$ cat src/rtl/core/upp_pkg.sv
// Unicycle pose predictor: shared types, constants and rounding helpers.
// No dependencies; used by every file in rtl/core but upp_delay.
package upp_pkg;

	localparam int DIV_BITS = 48;
	localparam int LATENCY = 53;
	localparam logic [30:0] PHASE_SCALE = 31'd683565276;
	localparam logic signed [33:0] CORDIC_GAIN = 34'sd652032874;
	localparam logic signed [33:0] ONE_Q30 = 34'sd1073741824;

	localparam logic [29:0] ATAN_PHASE [32] = '{
		30'd536870912, 30'd316933406, 30'd167458907, 30'd85004756, 30'd42667331,
		30'd21354465, 30'd10679838, 30'd5340245, 30'd2670163, 30'd1335087,
		30'd667544, 30'd333772, 30'd166886, 30'd83443, 30'd41722, 30'd20861,
		30'd10430, 30'd5215, 30'd2608, 30'd1304, 30'd652, 30'd326, 30'd163,
		30'd81, 30'd41, 30'd20, 30'd10, 30'd5, 30'd3, 30'd1, 30'd1, 30'd0
	};

	typedef struct packed {
		logic signed [31:0] pose_x;
		logic signed [31:0] pose_y;
		logic signed [31:0] pose_theta;
		logic signed [31:0] speed;
		logic signed [31:0] turn_rate;
		logic [15:0]        time_step;
	} in_word_t;

	typedef struct packed {
		logic signed [31:0] next_x;
		logic signed [31:0] next_y;
		logic signed [31:0] next_theta;
		logic               went_straight;
	} out_word_t;

	typedef struct packed {
		logic signed [33:0] x;
		logic signed [33:0] y;
		logic signed [33:0] z;
		logic               flip;
	} cordic_t;

	typedef struct packed {
		logic [32:0] rem;
		logic [47:0] num;
		logic [47:0] quo;
		logic [31:0] den;
		logic        neg;
	} div_t;

	typedef struct packed {
		logic signed [31:0] x;
		logic signed [31:0] y;
		logic signed [31:0] th;
		logic signed [31:0] v;
		logic [15:0]        dt;
		logic               straight;
	} side_t;

	typedef struct packed {
		logic signed [31:0] s0;
		logic signed [31:0] c0;
		logic signed [31:0] s1;
		logic signed [31:0] c1;
	} trig_t;

	function automatic logic signed [31:0] sat32(input logic signed [65:0] v);
		if (v > 66'sd2147483647) begin
			return 32'sh7fffffff;
		end else if (v < -66'sd2147483648) begin
			return 32'sh80000000;
		end
		return v[31:0];
	endfunction

	function automatic logic signed [65:0] rnd30(input logic signed [63:0] p);
		logic signed [63:0] t;
		t = p + 64'sd536870912;
		return {{32{t[63]}}, t[63:30]};
	endfunction

	function automatic logic signed [65:0] rnd16(input logic signed [48:0] p);
		logic signed [48:0] t;
		t = p + 49'sd32768;
		return {{33{t[48]}}, t[48:16]};
	endfunction

	function automatic logic signed [65:0] ext32(input logic signed [31:0] v);
		return {{34{v[31]}}, v};
	endfunction

	function automatic cordic_t reduce(input logic [31:0] phase);
		cordic_t     c;
		logic [31:0] q;
		logic [31:0] p;
		q = phase + 32'h40000000;
		p = q[31] ? phase + 32'h80000000 : phase;
		c.x = CORDIC_GAIN;
		c.y = '0;
		c.z = {{2{p[31]}}, p};
		c.flip = q[31];
		return c;
	endfunction

	function automatic logic signed [31:0] finish(input logic signed [33:0] v, input logic flip);
		logic signed [33:0] c;
		c = v;
		if (v > ONE_Q30) begin
			c = ONE_Q30;
		end else if (v < -ONE_Q30) begin
			c = -ONE_Q30;
		end
		if (flip) begin
			c = -c;
		end
		return c[31:0];
	endfunction

endpackage

$ cat src/rtl/core/upp_div_cell.sv
// One restoring-division step: one quotient bit per cell.
// Depends on upp_pkg.
module upp_div_cell (
	input  logic           clk,
	input  upp_pkg::div_t  din,
	output upp_pkg::div_t  dout
);
	logic [32:0]    trial;
	logic           ge;
	upp_pkg::div_t  nxt;

	always_comb begin
		trial = {din.rem[31:0], din.num[47]};
		ge = trial >= {1'b0, din.den};
		nxt.rem = ge ? trial - {1'b0, din.den} : trial;
		nxt.num = {din.num[46:0], 1'b0};
		nxt.quo = {din.quo[46:0], ge};
		nxt.den = din.den;
		nxt.neg = din.neg;
	end

	always_ff @(posedge clk) begin
		dout <= nxt;
	end
endmodule

$ cat config.mk
export PLATFORM = sky130hd
export DESIGN_NAME = upp_div_cell
export DESIGN_NICKNAME = d
export VERILOG_FILES = /design/src/rtl/core/upp_pkg.sv /design/src/rtl/core/upp_div_cell.sv
export SDC_FILE = /design/constraint.sdc
export NUM_CORES = 1
export LEC_CHECK = 0
export BUFFER_PORTS_ARGS = -buffer_cell sky130_fd_sc_hd__buf_2
export CORE_MARGIN = 2
export CORE_UTILIZATION = 30
export CTS_CLUSTER_DIAMETER = 40
export DETAILED_ROUTE_END_ITERATION = 6
export SKIP_LAST_GASP = 1
export SLEW_MARGIN = 15
export SYNTH_ARGS = -nofsm -noshare
export SYNTH_HDL_FRONTEND = slang
export SYNTH_SLANG_ARGS = --single-unit
$ cat constraint.sdc
create_clock -name clk -period 3.98 [get_ports clk]
set_input_delay 0.398 -clock clk [delete_from_list [all_inputs] [get_ports clk]]
set_output_delay 0.398 -clock clk [all_outputs]
set_load 0.05 [all_outputs]
======== Word-level counts from Yosys, hierarchy flattened ========
Cells that the tools add are included.
cells by class
  add/subtract/negate cells ............... 1
  muxes and demuxes ....................... 1
  magnitude comparators ................... 1
operator list
  cell                                              count
  33-bit by 32-bit >= comparator with 1-bit output  1
  33-bit 2-to-1 mux                                 1
  33-bit by 32-bit subtractor with 33-bit output    1
word-level totals
  register bits ........................... 161
  input bits .............................. 163

======== Longest topological paths before layout ========
  word-level depth ........................ 2
  depth in mapped cells ................... 12
  depth with buffers taken out ............ 11

======== Least setup slack after synthesis ========
No wires, ideal clock.
  kind .................................... input to register
  from .................................... input port din[7] (netlist bit)
  to ...................................... register dout[155] (netlist bit)
  slack ................................... 1.097 ns
  library setup time ...................... 0.121 ns
  buffers on the path ..................... 1
  arrival time ............................ 2.762 ns
  required time ........................... 3.859 ns
  cell stages on the path ................. 11
  cells stage by stage .................... inv_1 ha_1 a211o_1 o211ai_1 a21oi_1 or3_4 a31oi_4 o21ai_2 a31oi_4 buf_6 mux2_2
RTL lines
  element               line                source
  start, declared       upp_div_cell.sv:5   input upp_pkg::div_t din,
  end signal, assigned  upp_div_cell.sv:23  dout <= nxt;
  end, declared         upp_div_cell.sv:6   output upp_pkg::div_t dout

==> results.py <==
metrics = {
    "outcome": {
        "status": "complete, no violations",
    },
    "power": {
        "ir_worst_vdd_uv": 274.4,
        "p_per_area_nw_per_um2": 567.6,
        "p_leak_nw": 4.040,
        "finalPower_mw": 4.557,
    },
    "global_routing": {
        "grt_max_degree": 22,
        "antenna_found_initial": 2,
        "grt_pass1_wl_mm": 26.01,
        "overflow": 0,
        "grt.total_usage_pct": 17.21,
        "grt_pass1_vias": 4591,
    },
    "finish": {
        "drive_gt1_share_pct": 46.03,
        "multiInputGateArea_sq_um": 2135,
        "design_area_sq_um": 8028,
        "seqCellArea_sq_um": 3223,
        "top_regs": "dout: 161 flops",
        "fill_cells": 1788,
        "largest_reg_flops": 161,
        "layout.nets": 1026,
        "post_layout_nonfiller_instances": 1073,
        "area_growth_pct": 43.28,
        "utilization_pct": 44.24,
        "largest-register": "dout",
    },
    "timing": {
        "final_hold_viol_count": 0,
        "fin_tns_setup_ps": 0,
        "tightest_slew_ps": 515.8,
        "report.final.slew_viol_count": 0,
        "rsz0062_at_grt": "false",
        "finalSetupViolCount": 0,
        "fmaxAchievable_ghz": 0.3305,
        "slew-limit-headroom_pct": 65.25,
        "min_period_over_period_pct": 76.03,
        "min_period_ps": 3026,
    },
    "die": {
        "dieArea_sq_um": 19790,
        "die_w_microns": 140.7,
        "core_area_sq_um": 18150,
        "io_pins": 325,
        "die_y_microns": 140.7,
        "start_util_pct": 30.87,
        "rows": 49,
    },
    "clocking": {
        "cts_tree": "done",
        "cts_inserted_buffers": 17,
        "h-tree-depth": 4,
        "cts_buffer_depth": 2,
        "ctsRootBufferMaster": "clkbuf_16",
        "clock_sinks": 161,
        "path_clk_slew_ps": 70,
        "cts.repair.resized": 0,
        "ctsHoldBuffers": 0,
        "cts_setup_buffers": 0,
    },
    "critical_path": {
        "cp.required_ps": 4290,
        "crit_family": "compound AO/OA/AOI/OAI gates",
        "path_max_fanout": 21,
        "critPathLaunch": "din[2]",
        "cp-end-kind": "register",
        "slowest_stage": "o31ai_1",
        "start_kind": "primary input",
        "crit_chain": "buf_2, inv_1, ha_1, nor2b_1, o31ai_1, a21oi_1, or3_4, a31oi_4, o21ai_2, a31oi_4, buf_4, mux2_2",
        "critPathMostFrequentCell": "a31oi_4",
        "slowest_delay_ps": 400,
        "critPathKind": "primary input to register",
        "crit_buf_inv": 3,
        "arrival_ps": 3330,
    },
    "logic_synthesis": {
        "ys_async_sr_fraction_pct": 0,
        "ys_warn_count": 0,
        "yosys.cell_types.count": 55,
        "synth_seq_cells": 161,
        "synth_edf_count": 0,
        "synth_nets": 697,
        "synth_seq_area_share_pct": 57.53,
        "syn_area_per_cell_sq_um": 11.18,
        "syn_inst": 501,
        "ys.flop_type": "dfxtp_1",
        "synth_area_sq_um": 5603,
    },
    "place": {
        "dpl-instance-area_sq_um": 7438,
        "routabilityCongestion": 0.8332,
        "hpwl_mm": 14.38,
        "place_inst": 1040,
        "port_buffers": 321,
    },
    "detailed_routing": {
        "postRouteAntennaNets": 0,
        "routedWlPerCell_microns": 16.56,
        "drt-initial-drc-count": 188,
        "wl_mm": 17.76,
        "vias_per_cell": 4.412,
        "drc_errors": 0,
        "routed-via-count": 4734,
        "first_pass_iters": 4,
    },
    "hold_path": {
        "hold_start": "din[71]",
        "hp-class": "primary input to register",
    },
    "run": {
        "drv_cap": 0,
    },
}
==> worst paths after layout <==
| path | end | slack, ps | cells after the start |
|---|---|---|---|
| worst min-delay path | dout[72] | 70 | 1 |
| worst max-delay path | dout[141] | 950 | 12 |
==> routing by layer <==
layer | routed length [microns] | share of wire (%) | up-vias | GRT usage [%]
li1 | - | - | 2375 | -
met1 | 7423 | 42 | 2158 | 19.89
met2 | 8694 | 49 | 185 | 29.76
met3 | 1431 | 8.1 | 14 | 6.963
met4 | 201 | 1.1 | 2 | 4.316
met5 | 13 | 0.073 | - | 0
==> per-stage QoR <==
| stage | setup slack (ps) | hold slack [ps] |
|---|---|---|
| after floorplan | 1097 | 425.7 |
| after global placement | 519.1 | 500.5 |
| after detailed placement | 491.9 | 501.6 |
| after CTS | 932.6 | 53.10 |
| after global routing | 767.0 | 40.79 |
| final | 954.2 | 68.98 |
==> cells by family after synthesis <==
logic type      Yosys count  synth area share [%]
other cells               1               0.06693
mux                      34                 6.699
flops                   161                 57.53
xor+xnor                 24                 3.752
simple gates             85                 7.660
fa+ha+maj                33                 7.503
buf+inv                  58                 4.377
compound gates          105                 12.42
==> power by group <==
group | internal [mW] | leakage, nW | switching [mW] | total, mW
clock | 0.846 | 0.288 | 0.770 | 1.62
sequential | 1.75 | 1.36 | 0.0291 | 1.78
combinational | 0.339 | 2.39 | 0.820 | 1.16
total | 2.94 | 4.04 | 1.62 | 4.56
==> cells in the mapped netlist, types with 5 or more instances <==
library cell  count  area share [%]
a21oi_1          28             2.5
inv_1            44             2.9
nand4_1           5            0.56
clkbuf_1          9            0.60
nand3_1           8            0.71
xor2_1           12             1.9
a21o_1           11             1.5
nand2_1          23             1.5
and3_1            5            0.56
xnor2_1          12             1.9
nor2b_1           7            0.78
o21ai_0          24             2.1
a31oi_1           6            0.67
ha_1             32             7.1
dfxtp_1         161              58
mux2_2           27             5.4
nor2_1           20             1.3
mux2i_1           6             1.1
o21bai_1          6            0.80
==> final cells by class <==
cell class	count	area share (%)
sequential	161	40.15
multi-input combinational	282	26.59
timing repair buffer	324	20.29
clock buffer	18	5.346
tap	229	3.569
inverter	44	2.057
clock inverter	14	1.964
antenna	1	0.03117
==> placed cells by master (no fill, tap or decap), types with 6 or more instances in the layout <==
cell       count
a21o_1        11
mux2_2        27
nand2_1       23
nor2b_1        7
a21oi_1       28
nor2_1        20
xor2_1        12
o21ai_0       24
inv_1         44
dfxtp_1      161
ha_1          32
mux2i_1        6
o21bai_1       6
clkbuf_16     17
a31oi_1        6
xnor2_1       12
nand3_1        8
buf_2        321
Power figures use the tool's default switching activity.
