===== config.mk =====
export PLATFORM = sky130hd
export DESIGN_NAME = upp_cordic_cell
export DESIGN_NICKNAME = d
export VERILOG_FILES = /design/src/rtl/core/upp_pkg.sv /design/src/rtl/core/upp_cordic_cell.sv
export SDC_FILE = /design/constraint.sdc
export NUM_CORES = 1
export LEC_CHECK = 0
export BUFFER_PORTS_ARGS = -buffer_cell sky130_fd_sc_hd__buf_2
export CAP_MARGIN = 15
export CORE_MARGIN = 1.5
export CORE_UTILIZATION = 40
export DETAILED_ROUTE_END_ITERATION = 16
export GPL_TIMING_DRIVEN = 0
export SETUP_SLACK_MARGIN = 0.4
export SLEW_MARGIN = 20
export SYNTH_ARGS = -nofsm -noshare
export SYNTH_HDL_FRONTEND = slang
export SYNTH_SLANG_ARGS = --single-unit

===== constraint.sdc =====
create_clock -name clk -period 4 [get_ports clk]
set_clock_uncertainty 0.15 [all_clocks]
set_input_delay 0.6 -clock clk [delete_from_list [all_inputs] [get_ports clk]]
set_output_delay 0.6 -clock clk [all_outputs]
set_load 0.005 [all_outputs]

===== src/rtl/core/upp_pkg.sv =====
// Unicycle pose predictor: shared types, constants and rounding helpers.
// No dependencies; used by every file in rtl/core but upp_delay.
package upp_pkg;

	localparam int DIV_BITS = 48;
	localparam int LATENCY = 53;
	localparam logic [30:0] PHASE_SCALE = 31'd683565276;
	localparam logic signed [33:0] CORDIC_GAIN = 34'sd652032874;
	localparam logic signed [33:0] ONE_Q30 = 34'sd1073741824;

	localparam logic [29:0] ATAN_PHASE [32] = '{
		30'd536870912, 30'd316933406, 30'd167458907, 30'd85004756, 30'd42667331,
		30'd21354465, 30'd10679838, 30'd5340245, 30'd2670163, 30'd1335087,
		30'd667544, 30'd333772, 30'd166886, 30'd83443, 30'd41722, 30'd20861,
		30'd10430, 30'd5215, 30'd2608, 30'd1304, 30'd652, 30'd326, 30'd163,
		30'd81, 30'd41, 30'd20, 30'd10, 30'd5, 30'd3, 30'd1, 30'd1, 30'd0
	};

	typedef struct packed {
		logic signed [31:0] pose_x;
		logic signed [31:0] pose_y;
		logic signed [31:0] pose_theta;
		logic signed [31:0] speed;
		logic signed [31:0] turn_rate;
		logic [15:0]        time_step;
	} in_word_t;

	typedef struct packed {
		logic signed [31:0] next_x;
		logic signed [31:0] next_y;
		logic signed [31:0] next_theta;
		logic               went_straight;
	} out_word_t;

	typedef struct packed {
		logic signed [33:0] x;
		logic signed [33:0] y;
		logic signed [33:0] z;
		logic               flip;
	} cordic_t;

	typedef struct packed {
		logic [32:0] rem;
		logic [47:0] num;
		logic [47:0] quo;
		logic [31:0] den;
		logic        neg;
	} div_t;

	typedef struct packed {
		logic signed [31:0] x;
		logic signed [31:0] y;
		logic signed [31:0] th;
		logic signed [31:0] v;
		logic [15:0]        dt;
		logic               straight;
	} side_t;

	typedef struct packed {
		logic signed [31:0] s0;
		logic signed [31:0] c0;
		logic signed [31:0] s1;
		logic signed [31:0] c1;
	} trig_t;

	function automatic logic signed [31:0] sat32(input logic signed [65:0] v);
		if (v > 66'sd2147483647) begin
			return 32'sh7fffffff;
		end else if (v < -66'sd2147483648) begin
			return 32'sh80000000;
		end
		return v[31:0];
	endfunction

	function automatic logic signed [65:0] rnd30(input logic signed [63:0] p);
		logic signed [63:0] t;
		t = p + 64'sd536870912;
		return {{32{t[63]}}, t[63:30]};
	endfunction

	function automatic logic signed [65:0] rnd16(input logic signed [48:0] p);
		logic signed [48:0] t;
		t = p + 49'sd32768;
		return {{33{t[48]}}, t[48:16]};
	endfunction

	function automatic logic signed [65:0] ext32(input logic signed [31:0] v);
		return {{34{v[31]}}, v};
	endfunction

	function automatic cordic_t reduce(input logic [31:0] phase);
		cordic_t     c;
		logic [31:0] q;
		logic [31:0] p;
		q = phase + 32'h40000000;
		p = q[31] ? phase + 32'h80000000 : phase;
		c.x = CORDIC_GAIN;
		c.y = '0;
		c.z = {{2{p[31]}}, p};
		c.flip = q[31];
		return c;
	endfunction

	function automatic logic signed [31:0] finish(input logic signed [33:0] v, input logic flip);
		logic signed [33:0] c;
		c = v;
		if (v > ONE_Q30) begin
			c = ONE_Q30;
		end else if (v < -ONE_Q30) begin
			c = -ONE_Q30;
		end
		if (flip) begin
			c = -c;
		end
		return c[31:0];
	endfunction

endpackage


===== src/rtl/core/upp_cordic_cell.sv =====
// One rotation-mode CORDIC micro-rotation with a fixed shift.
// Depends on upp_pkg.
module upp_cordic_cell #(
	parameter int SHIFT = 0
) (
	input  logic              clk,
	input  upp_pkg::cordic_t  din,
	output upp_pkg::cordic_t  dout
);
	localparam logic signed [33:0] ANG = {4'b0, upp_pkg::ATAN_PHASE[SHIFT]};

	upp_pkg::cordic_t nxt;

	always_comb begin
		nxt.flip = din.flip;
		if (!din.z[33]) begin
			nxt.x = din.x - (din.y >>> SHIFT);
			nxt.y = din.y + (din.x >>> SHIFT);
			nxt.z = din.z - ANG;
		end else begin
			nxt.x = din.x + (din.y >>> SHIFT);
			nxt.y = din.y - (din.x >>> SHIFT);
			nxt.z = din.z + ANG;
		end
	end

	always_ff @(posedge clk) begin
		dout <= nxt;
	end
endmodule


* Yosys cells after proc, flatten, opt, wreduce, memory -nomap -nowiden
Cells that the tools add are included.
Operators by class: multiplexer cells 1, add/subtract/negate cells 5
Operators with widths (number):
- $mux 102 | 1
- $sub 34x34->34 | 2
- $add 34x31->34 const B | 1
- $add 34x34->34 | 1
- $sub 34x31->34 const B | 1
Word-level totals: output and inout bits 103, register bits after elaboration 103, bits of input ports 104, logic and storage cells 10

* Logic depth before layout (Yosys ltp)
depth in word-level cells 2, mapped depth 12, depth with buffers taken out 12

* Worst setup path after synthesis
Ideal clock, no wire load.
path kind in2reg, from in din[52] in the netlist's numbering, to reg dout[67] in the netlist's numbering, path buffers 0, required time 3.723 ns, cell stages on the path 11, setup time 0.127 ns, slack 0.859 ns, arrival time 2.864 ns, path through inv_1 ha_1 and2_2 nand3_2 or2_1 or4_4 o211a_1 a222oi_1 a41o_1 o211ai_1 xnor2_1
RTL lines:
- start, declared | RTL line upp_cordic_cell.sv:7 | input upp_pkg::cordic_t din,
- end signal, assigned | RTL line upp_cordic_cell.sv:28 | dout <= nxt;
- end, declared | RTL line upp_cordic_cell.sv:8 | output upp_pkg::cordic_t dout

==> results.py <==
metrics = {
    "floorplan": {
        "ios": 207,
        "rows": 51,
        "core_sq_um": 19460,
        "initial_core_util_pct": 40.76,
        "die_h_microns": 143.8,
        "fp.dieW_microns": 143.8,
        "dieArea_sq_um": 20690,
    },
    "routing": {
        "drtPass1Iterations": 5,
        "viasPerCell": 5.523,
        "final_antenna_net_count": 0,
        "wl_per_cell_microns": 18.10,
        "drc_errors": 0,
        "dr_total_vias": 8279,
        "first_iter_violations": 777,
        "drt_wl_total_microns": 27140,
    },
    "clocking": {
        "clkSinkCount": 102,
        "cts.clk_slew.worst_paths_ns": 0.07,
        "numCtsBuffers": 9,
        "cts_hold_buffers": 0,
        "cts_tree": "built",
        "clockBufferDepth": 2,
        "cts-root-buf": "clkbuf_16",
        "htreeDepth": 3,
    },
    "pwr": {
        "ir_drop_v": 0.0001884,
        "leakage_nw": 4.651,
        "powerDensity_nw_per_um2": 352.8,
    },
    "synthesis": {
        "synth_top_family_by_area": "compound AO/OA/AOI/OAI gates",
        "syn_area_sq_um": 7933,
        "synth.area.mux_share_pct": 2.035,
        "synth_compound_area_share_pct": 26.09,
        "synthFlopType": "dfxtp_1",
        "synth_area_per_cell_sq_um": 7.839,
        "synth_edf_count": 0,
        "ys_seq_area_share_pct": 25.74,
        "synth-async-reset-ratio_pct": 0,
        "synthCells": 1012,
        "synth_cell_type_count": 72,
        "synth-simple-area-share_pct": 14.42,
        "synth_fa_ha_area_share_pct": 17.10,
        "ys_warn_count": 0,
        "ys_ff_latch": 102,
        "synthesis.nets": 1222,
        "synth-xor-area-share_pct": 7.177,
    },
    "timing": {
        "hold_viol": 0,
        "finalSetupTns_ns": 0,
        "tightest_slew_ns": 0.9047,
        "max_freq_ghz": 0.2892,
        "fin_ws_ns": 0.5423,
        "drv_slew": 0,
        "slew_headroom_pct": 39.69,
        "finalCriticalPeriod_ns": 3.458,
        "setup_viol": 0,
        "rsz0062_at_grt": "false",
        "finalCritPeriodShare_pct": 86.44,
        "fin_hold_ws_ns": 0.1882,
    },
    "final_layout": {
        "area_delta_synth_final_pct": 21.99,
        "utilization_pct": 49.72,
        "largest_reg_flops": 102,
        "nNetsFinal": 1439,
        "reg_top3": "dout: 102 flops",
        "top_register": "dout",
        "diodes": 0,
        "fin_cells": 1499,
        "layout-drive-gt1-share_pct": 21.39,
    },
    "critical_path": {
        "cp.required_ns": 4.10,
        "cp.arrival_ns": 3.55,
        "critPathLaunchType": "input pin",
        "endpoint_kind": "register",
        "crit_fanout": 9,
        "critPathKind": "input pin to register",
    },
    "global_route": {
        "grt_start_max_net_pins": 20,
        "antenna_found_initial": 0,
        "overflow": 0,
        "first_global_vias": 7667,
        "grt_pass1_wl_microns": 41030,
        "grtUsageTotal_pct": 25.84,
    },
    "worst_hold_path": {
        "min_from": "din[24]",
        "hp-class": "input pin to register",
        "min_to": "dout[24]",
        "hold_path_depth": 1,
    },
    "place": {
        "dpl.cell_count": 1482,
        "numPortBuffers": 205,
        "dp_hpwl_microns": 21750,
        "dpl_worst_slack_ns": -0.2952,
        "place_congestion": 0.9686,
    },
    "status": {
        "status": "complete, no violations",
    },
    "flow_run": {
        "drv_cap": 0,
    },
}
==> per-layer routing <==
layer	wire length, microns	vias to the layer above	track usage, %
met2	12280	450	42.41
met5	0	-	0
met1	11500	3815	33.47
met4	879	0	9.613
met3	2480	65	4.932
li1	-	3949	-
==> Yosys cell counts (7+ instances only) <==
cell type,instances,share of area [%]
o21bai_1,22,2.1
nor2b_1,8,0.63
nand4_1,10,0.79
nand3_1,8,0.50
nor3_1,25,1.6
a31oi_1,9,0.71
xor2_1,8,0.88
nand2_1,51,2.4
nor2_1,81,3.8
a21o_1,20,1.9
inv_1,99,4.7
dfxtp_1,102,26
nand2b_1,11,0.87
buf_2,10,0.63
mux2i_1,15,1.9
o211ai_1,13,1.2
a211oi_1,9,0.85
inv_2,7,0.33
o21ai_0,63,4.0
buf_1,9,0.43
xnor2_1,57,6.3
o31ai_1,15,1.4
clkbuf_1,25,1.2
ha_1,102,16
a21oi_1,125,7.9
o21ai_1,9,0.57
==> metrics by stage <==
stage               power [mW]  cell area [sq um]
floorplan                2.017               7933
global placement         2.521               9290
detailed placement       2.523               9290
CTS                      3.418               9605
global route             3.632               9677
finish                   3.414               9677
==> critical path: stages <==
cell and delay [ns]:
buf_2 0.10, inv_1 0.04, ha_1 0.28, clkbuf_1 0.25
nor4_4 0.35, nand4_1 0.21, a211oi_4 0.36, o2111ai_1 0.22
and2_1 0.32, o31ai_2 0.32, a22oi_1 0.17, xnor2_1 0.32
==> layout make-up <==
| type | instances | area, sq um |
|---|---|---|
| timing repair buffer | 206 | 1033 |
| fill | 1975 | 9786 |
| inverter | 108 | 405.4 |
| buffer | 45 | 187.7 |
| clock buffer | 9 | 225.2 |
| tap | 265 | 331.6 |
| sequential | 102 | 2042 |
| multi-input combinational | 757 | 5384 |
| clock inverter | 7 | 67.56 |
==> cell usage in the layout, fill, tap and decap left out, types with 3 or more instances in the layout <==
cell and n:
a211o_1 4, a211oi_1 8, a21o_1 20, a21oi_1 124, a221oi_1 4, a311oi_1 3, a31oi_1 9, and2_1 6
and3_1 4, buf_1 9, buf_2 215, clkbuf_1 23, clkbuf_16 9, dfxtp_1 102, fa_1 4, ha_1 102
inv_1 99, inv_2 7, mux2i_1 15, nand2_1 51, nand2b_1 11, nand3_1 8, nand4_1 10, nor2_1 81
nor2b_1 8, nor3_1 25, nor4_1 5, o2111ai_1 3, o211ai_1 13, o21a_1 4, o21ai_0 63, o21ai_1 9
o21bai_1 22, o221ai_1 3, o31ai_1 13, or2_1 3, or2_2 5, or3_1 6, xnor2_1 57, xor2_1 8
==> worst max-delay path by stage <==
| stage | startpoint | to | cells after the start |
|---|---|---|---|
| floorplan | din[52] | dout[67] | 11 |
| global route | din[39] | dout[102] | 13 |
| finish | din[46] | dout[59] | 12 |
| CTS | din[45] | dout[59] | 12 |
| global placement | din[45] | dout[59] | 12 |
| detailed placement | din[45] | dout[59] | 12 |
==> cell families after synthesis <==
kind of cell             after synthesis
flip-flops                           102
AND/OR/NAND/NOR                      236
XOR/XNOR                              65
AO/OA/AOI/OAI                        334
buffers and inverters                153
adder cells (fa/ha/maj)              106
multiplexers                          16
==> repair_timing <==
| action | in CTS | in global routing |
|---|---|---|
| endpoints found under the setup margin | 8 | 10 |
| pin swaps | 0 | 1 |
| resized for setup | 3 | 13 |
| buffers inserted | 0 | 1 |
==> where the power goes <==
part / switching [mW] / internal, mW
clock network: 0.436 / 0.438
registers: 0.0403 / 1.20
logic: 0.780 / 0.519
total: 1.26 / 2.16
Note: power is estimated with default switching activity, not from simulation.
